===== src/design/ntpcal_pkg.sv =====
// ----------------------------------------------------------------------------
// ntpcal_pkg
// Shared constants, types and the month table for the NTP calendar block.
// ----------------------------------------------------------------------------
package ntpcal_pkg;

    localparam logic [31:0] NtpUnixOffset = 32'd2208988800;
    localparam logic [31:0] Recip60K37    = 32'd2290649225;
    localparam logic [26:0] Recip60K32    = 27'd71582789;
    localparam logic [27:0] Recip24K32    = 28'd178956971;
    localparam logic [29:0] Recip7K32     = 30'd613566757;
    localparam logic [21:0] Recip1461K32  = 22'd2939757;
    localparam logic [14:0] DaysFrom1968  = 15'd731;
    localparam logic [10:0] DaysPerCycle  = 11'd1461;

    typedef struct packed {
        logic [5:0] second;
        logic [5:0] minute;
        logic [4:0] hour;
        logic [2:0] weekday;
    } t_tod;

    typedef struct packed {
        logic valid;
        logic en;
    } t_ctl;

    // first day of year of month index 0..11
    function automatic logic [8:0] month_start(input logic leap, input logic [3:0] idx);
        logic [8:0] s;
        case (idx)
            4'd0:    s = 9'd0;
            4'd1:    s = 9'd31;
            4'd2:    s = 9'd59;
            4'd3:    s = 9'd90;
            4'd4:    s = 9'd120;
            4'd5:    s = 9'd151;
            4'd6:    s = 9'd181;
            4'd7:    s = 9'd212;
            4'd8:    s = 9'd243;
            4'd9:    s = 9'd273;
            4'd10:   s = 9'd304;
            4'd11:   s = 9'd334;
            default: s = 9'd0;
        endcase
        if (leap && idx >= 4'd2) begin
            s = s + 9'd1;
        end
        return s;
    endfunction

endpackage


===== src/design/ntpcal_date.sv =====
// ----------------------------------------------------------------------------
// ntpcal_date
// Day count since 1970 to year, month and day of month, two register stages.
// ----------------------------------------------------------------------------
module ntpcal_date (
    input  logic                i_clk,
    input  logic                i_rst_n,
    input  ntpcal_pkg::t_ctl    i_ctl,
    input  logic [14:0]         i_days,
    input  logic [4:0]          i_cycle,
    input  ntpcal_pkg::t_tod    i_tod,
    output logic                o_valid,
    output ntpcal_pkg::t_tod    o_tod,
    output logic [3:0]          o_month,
    output logic [4:0]          o_day_of_month,
    output logic [7:0]          o_year_offset
);

    logic             r_v1, r_v2;
    logic [8:0]       r_doy, n_doy;
    logic             r_leap, n_leap;
    logic [7:0]       r_yoff1, n_yoff1;
    ntpcal_pkg::t_tod r_tod1, r_tod2;
    logic [3:0]       r_month, n_month;
    logic [4:0]       r_dom, n_dom;
    logic [7:0]       r_yoff2;

    logic [14:0] w_rem;
    logic [1:0]  w_yr;
    logic [8:0]  w_start;

    always_comb begin
        w_rem = i_days + ntpcal_pkg::DaysFrom1968
              - 15'(i_cycle) * 15'(ntpcal_pkg::DaysPerCycle);
        if (w_rem < 15'd366) begin
            w_yr  = 2'd0;
            n_doy = w_rem[8:0];
        end else if (w_rem < 15'd731) begin
            w_yr  = 2'd1;
            n_doy = 9'(w_rem - 15'd366);
        end else if (w_rem < 15'd1096) begin
            w_yr  = 2'd2;
            n_doy = 9'(w_rem - 15'd731);
        end else begin
            w_yr  = 2'd3;
            n_doy = 9'(w_rem - 15'd1096);
        end
        n_leap  = (w_yr == 2'd0);
        n_yoff1 = 8'({1'b0, i_cycle, 2'b00} + {4'd0, w_yr} - 8'd2);
    end

    always_comb begin
        n_month = 4'd0;
        for (int i = 1; i < 12; i++) begin
            if (r_doy >= ntpcal_pkg::month_start(r_leap, 4'(i))) begin
                n_month = 4'(i);
            end
        end
        w_start = ntpcal_pkg::month_start(r_leap, n_month);
        n_dom   = 5'(r_doy - w_start + 9'd1);
    end

    always_ff @(posedge i_clk) begin
        if (!i_rst_n) begin
            r_v1 <= 1'b0;
            r_v2 <= 1'b0;
        end else if (i_ctl.en) begin
            r_v1 <= i_ctl.valid;
            r_v2 <= r_v1;
        end
    end

    always_ff @(posedge i_clk) begin
        if (i_ctl.en) begin
            r_doy   <= n_doy;
            r_leap  <= n_leap;
            r_yoff1 <= n_yoff1;
            r_tod1  <= i_tod;
            r_tod2  <= r_tod1;
            r_month <= n_month + 4'd1;
            r_dom   <= n_dom;
            r_yoff2 <= r_yoff1;
        end
    end

    assign o_valid        = r_v2;
    assign o_tod          = r_tod2;
    assign o_month        = r_month;
    assign o_day_of_month = r_dom;
    assign o_year_offset  = r_yoff2;

endmodule


===== src/design/ntp_seconds_to_calendar_top.sv =====
// ----------------------------------------------------------------------------
// ntp_seconds_to_calendar_top
// NTP seconds since 1900 to UTC Gregorian date and time.
// ----------------------------------------------------------------------------
// Seven-stage pipeline: one item may enter every cycle while no result waits.
// Stage one takes off the Unix offset, the next four each do one reciprocal
// multiply (by 60, 60, 24, then 7 and 1461 in parallel), the last two find
// year and month. The whole pipeline stalls together while a result waits.
module ntp_seconds_to_calendar_top (
    input  logic        i_clk,
    input  logic        i_rst_n,
    input  logic        i_valid,
    output logic        o_ready,
    input  logic [31:0] i_ntp_seconds,
    output logic        o_valid,
    input  logic        i_ready,
    output logic [5:0]  o_second,
    output logic [5:0]  o_minute,
    output logic [4:0]  o_hour,
    output logic [2:0]  o_weekday,
    output logic [3:0]  o_month,
    output logic [4:0]  o_day_of_month,
    output logic [7:0]  o_year_offset
);

    logic        w_en;
    logic        r_v1, r_v2, r_v3, r_v4, r_v5;
    logic [30:0] r_t;
    logic [25:0] r_q60;
    logic [5:0]  r_t_lo;
    logic [5:0]  r_sec3, r_sec4, r_sec5;
    logic [19:0] r_h;
    logic [5:0]  r_q60_lo;
    logic [5:0]  r_min4, r_min5;
    logic [14:0] r_dd4, r_dd5;
    logic [4:0]  r_h_lo;
    logic [4:0]  r_hr5;
    logic [12:0] r_wq;
    logic [4:0]  r_cyc;

    logic [62:0] w_p60;
    logic [52:0] w_p3;
    logic [47:0] w_p24;
    logic [44:0] w_p7;
    logic [36:0] w_pc;
    logic [14:0] w_dd3;
    logic [2:0]  w_wrem;

    ntpcal_pkg::t_ctl w_ctl;
    ntpcal_pkg::t_tod w_tod, w_tod_out;
    logic             w_out_valid;

    assign w_en    = !w_out_valid || i_ready;
    assign o_ready = w_en;

    assign w_p60 = 63'(r_t) * 63'(ntpcal_pkg::Recip60K37);
    assign w_p3  = 53'(r_q60) * 53'(ntpcal_pkg::Recip60K32);
    assign w_p24 = 48'(r_h) * 48'(ntpcal_pkg::Recip24K32);
    assign w_p7  = 45'(r_dd4 + 15'd3) * 45'(ntpcal_pkg::Recip7K32);
    assign w_pc  = 37'(r_dd4 + ntpcal_pkg::DaysFrom1968) * 37'(ntpcal_pkg::Recip1461K32);
    assign w_dd3 = w_p24[46:32];
    assign w_wrem = 3'(r_dd5 + 15'd3 - 15'(r_wq * 13'd7));

    always_ff @(posedge i_clk) begin
        if (!i_rst_n) begin
            r_v1 <= 1'b0;
            r_v2 <= 1'b0;
            r_v3 <= 1'b0;
            r_v4 <= 1'b0;
            r_v5 <= 1'b0;
        end else if (w_en) begin
            r_v1 <= i_valid;
            r_v2 <= r_v1;
            r_v3 <= r_v2;
            r_v4 <= r_v3;
            r_v5 <= r_v4;
        end
    end

    always_ff @(posedge i_clk) begin
        if (w_en) begin
            r_t      <= (i_ntp_seconds > ntpcal_pkg::NtpUnixOffset)
                      ? 31'(i_ntp_seconds - ntpcal_pkg::NtpUnixOffset) : 31'd0;
            r_q60    <= w_p60[62:37];
            r_t_lo   <= r_t[5:0];
            r_sec3   <= 6'(r_t_lo - 6'(r_q60 * 26'd60));
            r_h      <= w_p3[51:32];
            r_q60_lo <= r_q60[5:0];
            r_sec4   <= r_sec3;
            r_min4   <= 6'(r_q60_lo - 6'(r_h * 20'd60));
            r_dd4    <= w_dd3;
            r_h_lo   <= r_h[4:0];
            r_sec5   <= r_sec4;
            r_min5   <= r_min4;
            r_hr5    <= 5'(r_h_lo - 5'(r_dd4 * 15'd24));
            r_dd5    <= r_dd4;
            r_wq     <= w_p7[44:32];
            r_cyc    <= w_pc[36:32];
        end
    end

    assign w_ctl.valid   = r_v5;
    assign w_ctl.en      = w_en;
    assign w_tod.second  = r_sec5;
    assign w_tod.minute  = r_min5;
    assign w_tod.hour    = r_hr5;
    assign w_tod.weekday = w_wrem + 3'd1;

    ntpcal_date u_date (
        .i_clk          (i_clk),
        .i_rst_n        (i_rst_n),
        .i_ctl          (w_ctl),
        .i_days         (r_dd5),
        .i_cycle        (r_cyc),
        .i_tod          (w_tod),
        .o_valid        (w_out_valid),
        .o_tod          (w_tod_out),
        .o_month        (o_month),
        .o_day_of_month (o_day_of_month),
        .o_year_offset  (o_year_offset)
    );

    assign o_valid   = w_out_valid;
    assign o_second  = w_tod_out.second;
    assign o_minute  = w_tod_out.minute;
    assign o_hour    = w_tod_out.hour;
    assign o_weekday = w_tod_out.weekday;

    a_time_range: assert property (@(posedge i_clk) disable iff (!i_rst_n)
        o_valid |-> (o_second < 6'd60) && (o_minute < 6'd60) && (o_hour < 5'd24))
        else $error("time field out of range");
    a_weekday_range: assert property (@(posedge i_clk) disable iff (!i_rst_n)
        o_valid |-> (o_weekday >= 3'd1) && (o_weekday <= 3'd7))
        else $error("weekday out of range");
    a_date_range: assert property (@(posedge i_clk) disable iff (!i_rst_n)
        o_valid |-> (o_month >= 4'd1) && (o_month <= 4'd12)
                 && (o_day_of_month >= 5'd1) && (o_year_offset <= 8'd66))
        else $error("date field out of range");

endmodule


===== config.mk =====
export PLATFORM = sky130hd
export DESIGN_NAME = ntp_seconds_to_calendar_top
export DESIGN_NICKNAME = d
export VERILOG_FILES = /design/src/design/ntpcal_pkg.sv /design/src/design/ntpcal_date.sv /design/src/design/ntp_seconds_to_calendar_top.sv
export SDC_FILE = /design/constraint.sdc
export NUM_CORES = 2
export LEC_CHECK = 0
export ABC_AREA = 0
export BUFFER_PORTS_ARGS = -buffer_cell sky130_fd_sc_hd__buf_4
export CORE_MARGIN = 2
export CORE_UTILIZATION = 40
export CTS_CLUSTER_DIAMETER = 30
export CTS_CLUSTER_SIZE = 14
export DETAILED_ROUTE_END_ITERATION = 8
export GPL_TIMING_DRIVEN = 0
export PLACE_DENSITY = 0.62
export SYNTH_ARGS = -nofsm -noshare
export SYNTH_HDL_FRONTEND = slang
export SYNTH_SLANG_ARGS = --single-unit
export TNS_END_PERCENT = 20

===== constraint.sdc =====
create_clock -name i_clk -period 13.8 [get_ports i_clk]
set_clock_uncertainty 0.05 [all_clocks]
set_input_delay 1.38 -clock i_clk [delete_from_list [all_inputs] [get_ports i_clk]]
set_output_delay 1.38 -clock i_clk [all_outputs]
set_load 0.02 [all_outputs]

# Yosys cells after proc, flatten, opt, wreduce, memory -nomap -nowiden
# Memories as Yosys holds them, arrays and structs flattened.
# Index checks and enable logic that the tools add are counted.
# Widths: inputs -> output; s select.
totals:
  reg_bits: 259
  latch_bits: 0
  mem_bits_rw: 0
  romBits: 144
  input_bits: 36
  out_inout_bits: 39
  elab_cells: 116
  n_memories: 1
op_classes:
  add_sub_neg: 20
  mul: 10
  div: 0
  magnitude_cmp: 16
  eq_ne: 0
  shift: 0
  mux: 28
  n_bitwise: 0
  n_reduce_logical: 4
memory_table:
  columns: ["name", "depth", "width", "read_ports", "rd_ports_with_merged_regs", "wr", "line", "rtl"]
  rows:
  - ["(name not given)", 16, 9, 1, 0, 0, "ntpcal_pkg.sv:31", "case (idx)"]
op_table:
  columns: ["operator", "n"]
  rows:
  - ["$mul 31x32->63 const B", 1]
  - ["$mul 26x27->52 const B", 1]
  - ["$mul 20x28->47 const B", 1]
  - ["$mul 16x30->45 const B", 1]
  - ["$mux 4", 11]
  - ["$mul 16x22->37 const B", 1]
  - ["$ge 9x8->1", 4]
  - ["$gt 32x32->1 const B", 1]
  - ["$sub 31x26->31 const B", 1]
  - ["$ge 9x9->1", 3]
  - ["$mux 9", 3]
  - ["$mul 26x4->4 const B", 1]
  - ["$mul 20x4->4 const B", 1]
  - ["$ge 9x7->1", 2]
  - ["$add 15x10->16 const B", 1]
  - ["$add 15x2->16 const B", 1]
  - ["$add 15x10->15 const B", 1]
  - ["$lt 15x10->1 const B", 1]
  - ["$lt 15x11->1 const B", 1]
  - ["$lt 15x9->1 const B", 1]
  - ["$mul 15x2->2 const B", 1]
  - ["$mul 5x11->15 const B", 1]
  - ["$sub 15x15->15", 1]
  - ["$mul 13x3->3 const B", 1]
  - ["other kinds (23)", 36]

# Logic depth before layout (Yosys ltp)
depth:
  ltp_word: 17
  depth_mapped: 32
  mapped_depth_nobuf: 31

# Cells and area by module
# A second synthesis with hierarchy kept.
hier_totals:
  hier_cells: 3699
  area_unflattened_um2: 39829.4
by_module_without_submodules:
  columns: ["module", "instances", "cells_each", "area_per_inst_um2", "seq_area_each_um2"]
  rows:
  - ["ntp_seconds_to_calendar_top", 1, 3201, 34144.0, 5114.9]
  - ["ntpcal_date", 1, 498, 5685.5, 2292.2]

# Least setup slack after synthesis
# No wires, ideal clock.
synth_path:
  kind: "input port to output port"
  from: "input i_ready"
  to: "output o_ready"
  t_arrival_ns: 8.435
  required_ns: 12.370
  setup_slack_ns: 3.935
  stages: 2
  n_path_buf: 1
  cell_sequence: "nand2b_1 clkbuf_1"
synth_via:
  elab_chain_len: 1
synth_rtl:
  columns: ["item", "line", "rtl"]
  rows:
  - ["from (decl)", "ntp_seconds_to_calendar_top.sv:16", "input logic i_ready,"]
  - ["$logic_or 1x1->1", "ntp_seconds_to_calendar_top.sv:53", "assign w_en = !w_out_valid || i_ready;"]
  - ["to (decl)", "ntp_seconds_to_calendar_top.sv:13", "output logic o_ready,"]
# Every way passes these cells.

# Final worst setup path
layout_path:
  from: "register r_dd4[0]"
  to: "register r_cyc[4], data pin"
layout_via:
  elab_chain_len: 2
layout_rtl:
  columns: ["item", "line", "rtl"]
  rows:
  - ["from (decl)", "ntp_seconds_to_calendar_top.sv:35", "logic [14:0] r_dd4, r_dd5;"]
  - ["from (signal assigned)", "ntp_seconds_to_calendar_top.sv:91", "r_dd4 <= w_dd3;"]
  - ["$add 15x10->16", "ntp_seconds_to_calendar_top.sv:60", "assign w_pc = 37'(r_dd4 + ntpcal_pkg::DaysFrom1968) * 37'(ntpcal_pkg::Recip1461K32);"]
  - ["$mul 16x22->37", "ntp_seconds_to_calendar_top.sv:60", null]
  - ["net w_pc[36]", "ntp_seconds_to_calendar_top.sv:45", "logic [36:0] w_pc;"]
  - ["to (signal assigned)", "ntp_seconds_to_calendar_top.sv:98", "r_cyc <= w_pc[36:32];"]
  - ["to (decl)", "ntp_seconds_to_calendar_top.sv:39", "logic [4:0] r_cyc;"]
# The timed path passes the listed nets, and every way through them passes these cells.
# A chain may end at the register's enable or synchronous reset.

==> out/results.tsv <==
metric	value	unit
status	completed	
cts_buffers	67	
port_buffers	74	
crit_path_max_fanout	12	
setup_viol	0	
mostFrequentLayoutCell	ha_1	
cp.required	14080	ps
preCtsSetupSlack	4160	ps
start_util	40.2	%
grt_max_degree	63	
hp-class	reg2reg	
routed-via-count	24769	
drive_above_1_share	5.63	%
finalHoldViolCount	0	
yosysWarnings	0	
clk_path_buf_depth	3	
fin_ws	4220	ps
max_slew_margin	29.9	%
ant_nets	0	
syn_avg_cell_area	10.8	um^2
grt_pass1_vias	26568	
ctsHoldBuffers	0	
crit_type	reg2reg	
post_cts_buffers	0	
arrival	9860	ps
path_clk_slew	50	ps
die-height	318	um
yosysUniqueCellTypes	80	
yosys.area.top_type	ha_1	
wire_per_inst	15.2	um
grt.total_usage	16.1	%
crit_path_end_kind	flip-flop	
regToRegSetupSlack	4220	ps
die_width	318	um
cts.sinks	249	
grt_pass1_wl	132000	um
crit_path_start_kind	flip-flop	
crit_path_max_incr_delay	880	ps
core_area	98000	um^2
ctsHtreeMaxLevel	3	
nFillCells	9075	
dominantRegCellSynth	edfxtp_1	
tns	0	ps
synth-edff-count	242	
synth_seq_cells	249	
post-route-drc-count	0	
gp_congestion	0.871	
grt.overflow.total	0	
period_minus_slack	9580	ps
synthCells	3636	
crit_path_top_delay_cell	edfxtp_1	
layout_common_cells	ha_1, inv_1, fa_1, edfxtp_1, a21oi_1	
finish.instance_area	43900	um^2
rows	115	
maxSlewViolCount	0	
drt_wl_total	78100	um
final_nets	5256	
synth_area	39400	um^2
syn_to_final_growth	11.4	%
tightest_slew	1050	ps
cts.repair.resized	0	
dpl.hpwl	68100	um
cts-root-buf	clkbuf_16	
ys_seq_area_share	18.8	%
ys_top_cells_by_area	ha_1, fa_1, edfxtp_1	
placed_cell_area	41600	um^2
drtIter0Drc	973	
clock.fmax	0.104	GHz
die-area	101000	um^2
netlist.area_leader.share	29.1	%
grt_setup_unrepaired	no	
diodes	0	
cts_tree	built	
postSynth.asyncResetShare	0	%
maxCapViolations	0	
fin_crit_sh	69.4	%
ioPinCount	75	
firstDrtPassIters	5	
fin_util	44.8	%
syn_nets	5109	
insertion_delay	620	ps
grt_antenna_before_repair	1	
viasPerCell	4.83	
[cell usage after synthesis (all sizes together), types with 17 or more instances]
cell type,number
o21ai,70
nand4,21
clkbuf,19
nand2,95
nor2,100
edfxtp,242
nor2b,27
fa,521
nor3,25
a21o,73
inv,905
nand3,50
and3,21
xnor2,104
a21oi,130
xor2,64
a211oi,17
ha,916
[registers in the layout, summed over array words and instances (netlist names), 6 cells and up]
register              cells
r_min4                    6
r_sec4                    6
r_dd5                    15
r_t                      31
r_q60                    26
r_sec5                    6
r_h                      20
u_date.r_tod1            20
u_date.r_yoff1            8
r_q60_lo                  6
u_date.o_tod             20
r_dd4                    15
r_sec3                    6
r_t_lo                    6
r_min5                    6
u_date.r_doy              9
u_date.o_year_offset      8
[path summary, 6_finish.rpt]
path	from	end	depth (start not counted)
hold / removal	r_q60_lo[1]	r_min4[1]	0
setup reg to reg	r_dd4[0]	r_cyc[4]	29
setup / recovery	r_dd4[0]	r_cyc[4]	29
hold reg to reg	r_q60_lo[1]	r_min4[1]	0
[area by class of cell]
| type | count | area, um^2 | share of cell area [%] |
|---|---|---|---|
| Buffer | 22 | 97.6 | 0.223 |
| Clock buffer | 77 | 1740 | 3.96 |
| Clock inverter | 45 | 484 | 1.10 |
| Inverter | 905 | 3400 | 7.74 |
| Multi-Input combinational cell | 2460 | 28500 | 64.9 |
| Sequential cell | 249 | 7410 | 16.9 |
| Tap cell | 1287 | 1610 | 3.67 |
| Timing Repair Buffer | 78 | 666 | 1.52 |
[cells by family (layout without fill, tap and decap cells)]
| group | Yosys count | after routing | share of synthesized area [%] |
|---|---|---|---|
| compound gates | 431 | 431 | 7.34 |
| fa+ha+maj | 1437 | 1437 | 55.6 |
| other cells | 1 | 1 | 0.00953 |
| simple gates | 409 | 409 | 5.20 |
| buf+inv | 927 | 1127 | 8.87 |
| flops | 249 | 249 | 18.8 |
| mux | 13 | 13 | 0.340 |
| xor+xnor | 169 | 169 | 3.81 |
[critical path, delay by kind of cell, from the launching register on]
kind	cells	cell delay, ps
AO/OA/AOI/OAI	8	1840
XOR/XNOR	2	600
adder cells (fa/ha/maj)	8	3990
buffers and inverters	5	880
flip-flops	1	880
AND/OR/NAND/NOR	6	1040
[per-layer routing]
metal / vias to the layer above / track usage [%] / wire (um)
met2: 314 / 27.3 / 37600
met3: 118 / 2.60 / 2650
li1: 12340 / - / -
met4: 0 / 4.62 / 1860
met5: - / 0 / 0
met1: 11997 / 21.2 / 36000
[stage by stage]
stage	cells	hold slack (ps)
5_1_grt	5123	361
3_3_place_gp	4997	351
4_1_cts	5123	358
3_5_place_dp	5001	355
2_1_floorplan	3636	350
6_report	5123	356
Power is left out: the tool's default activity adds up to more than one toggle a clock period on the data nets, which glitch-free logic cannot reach.
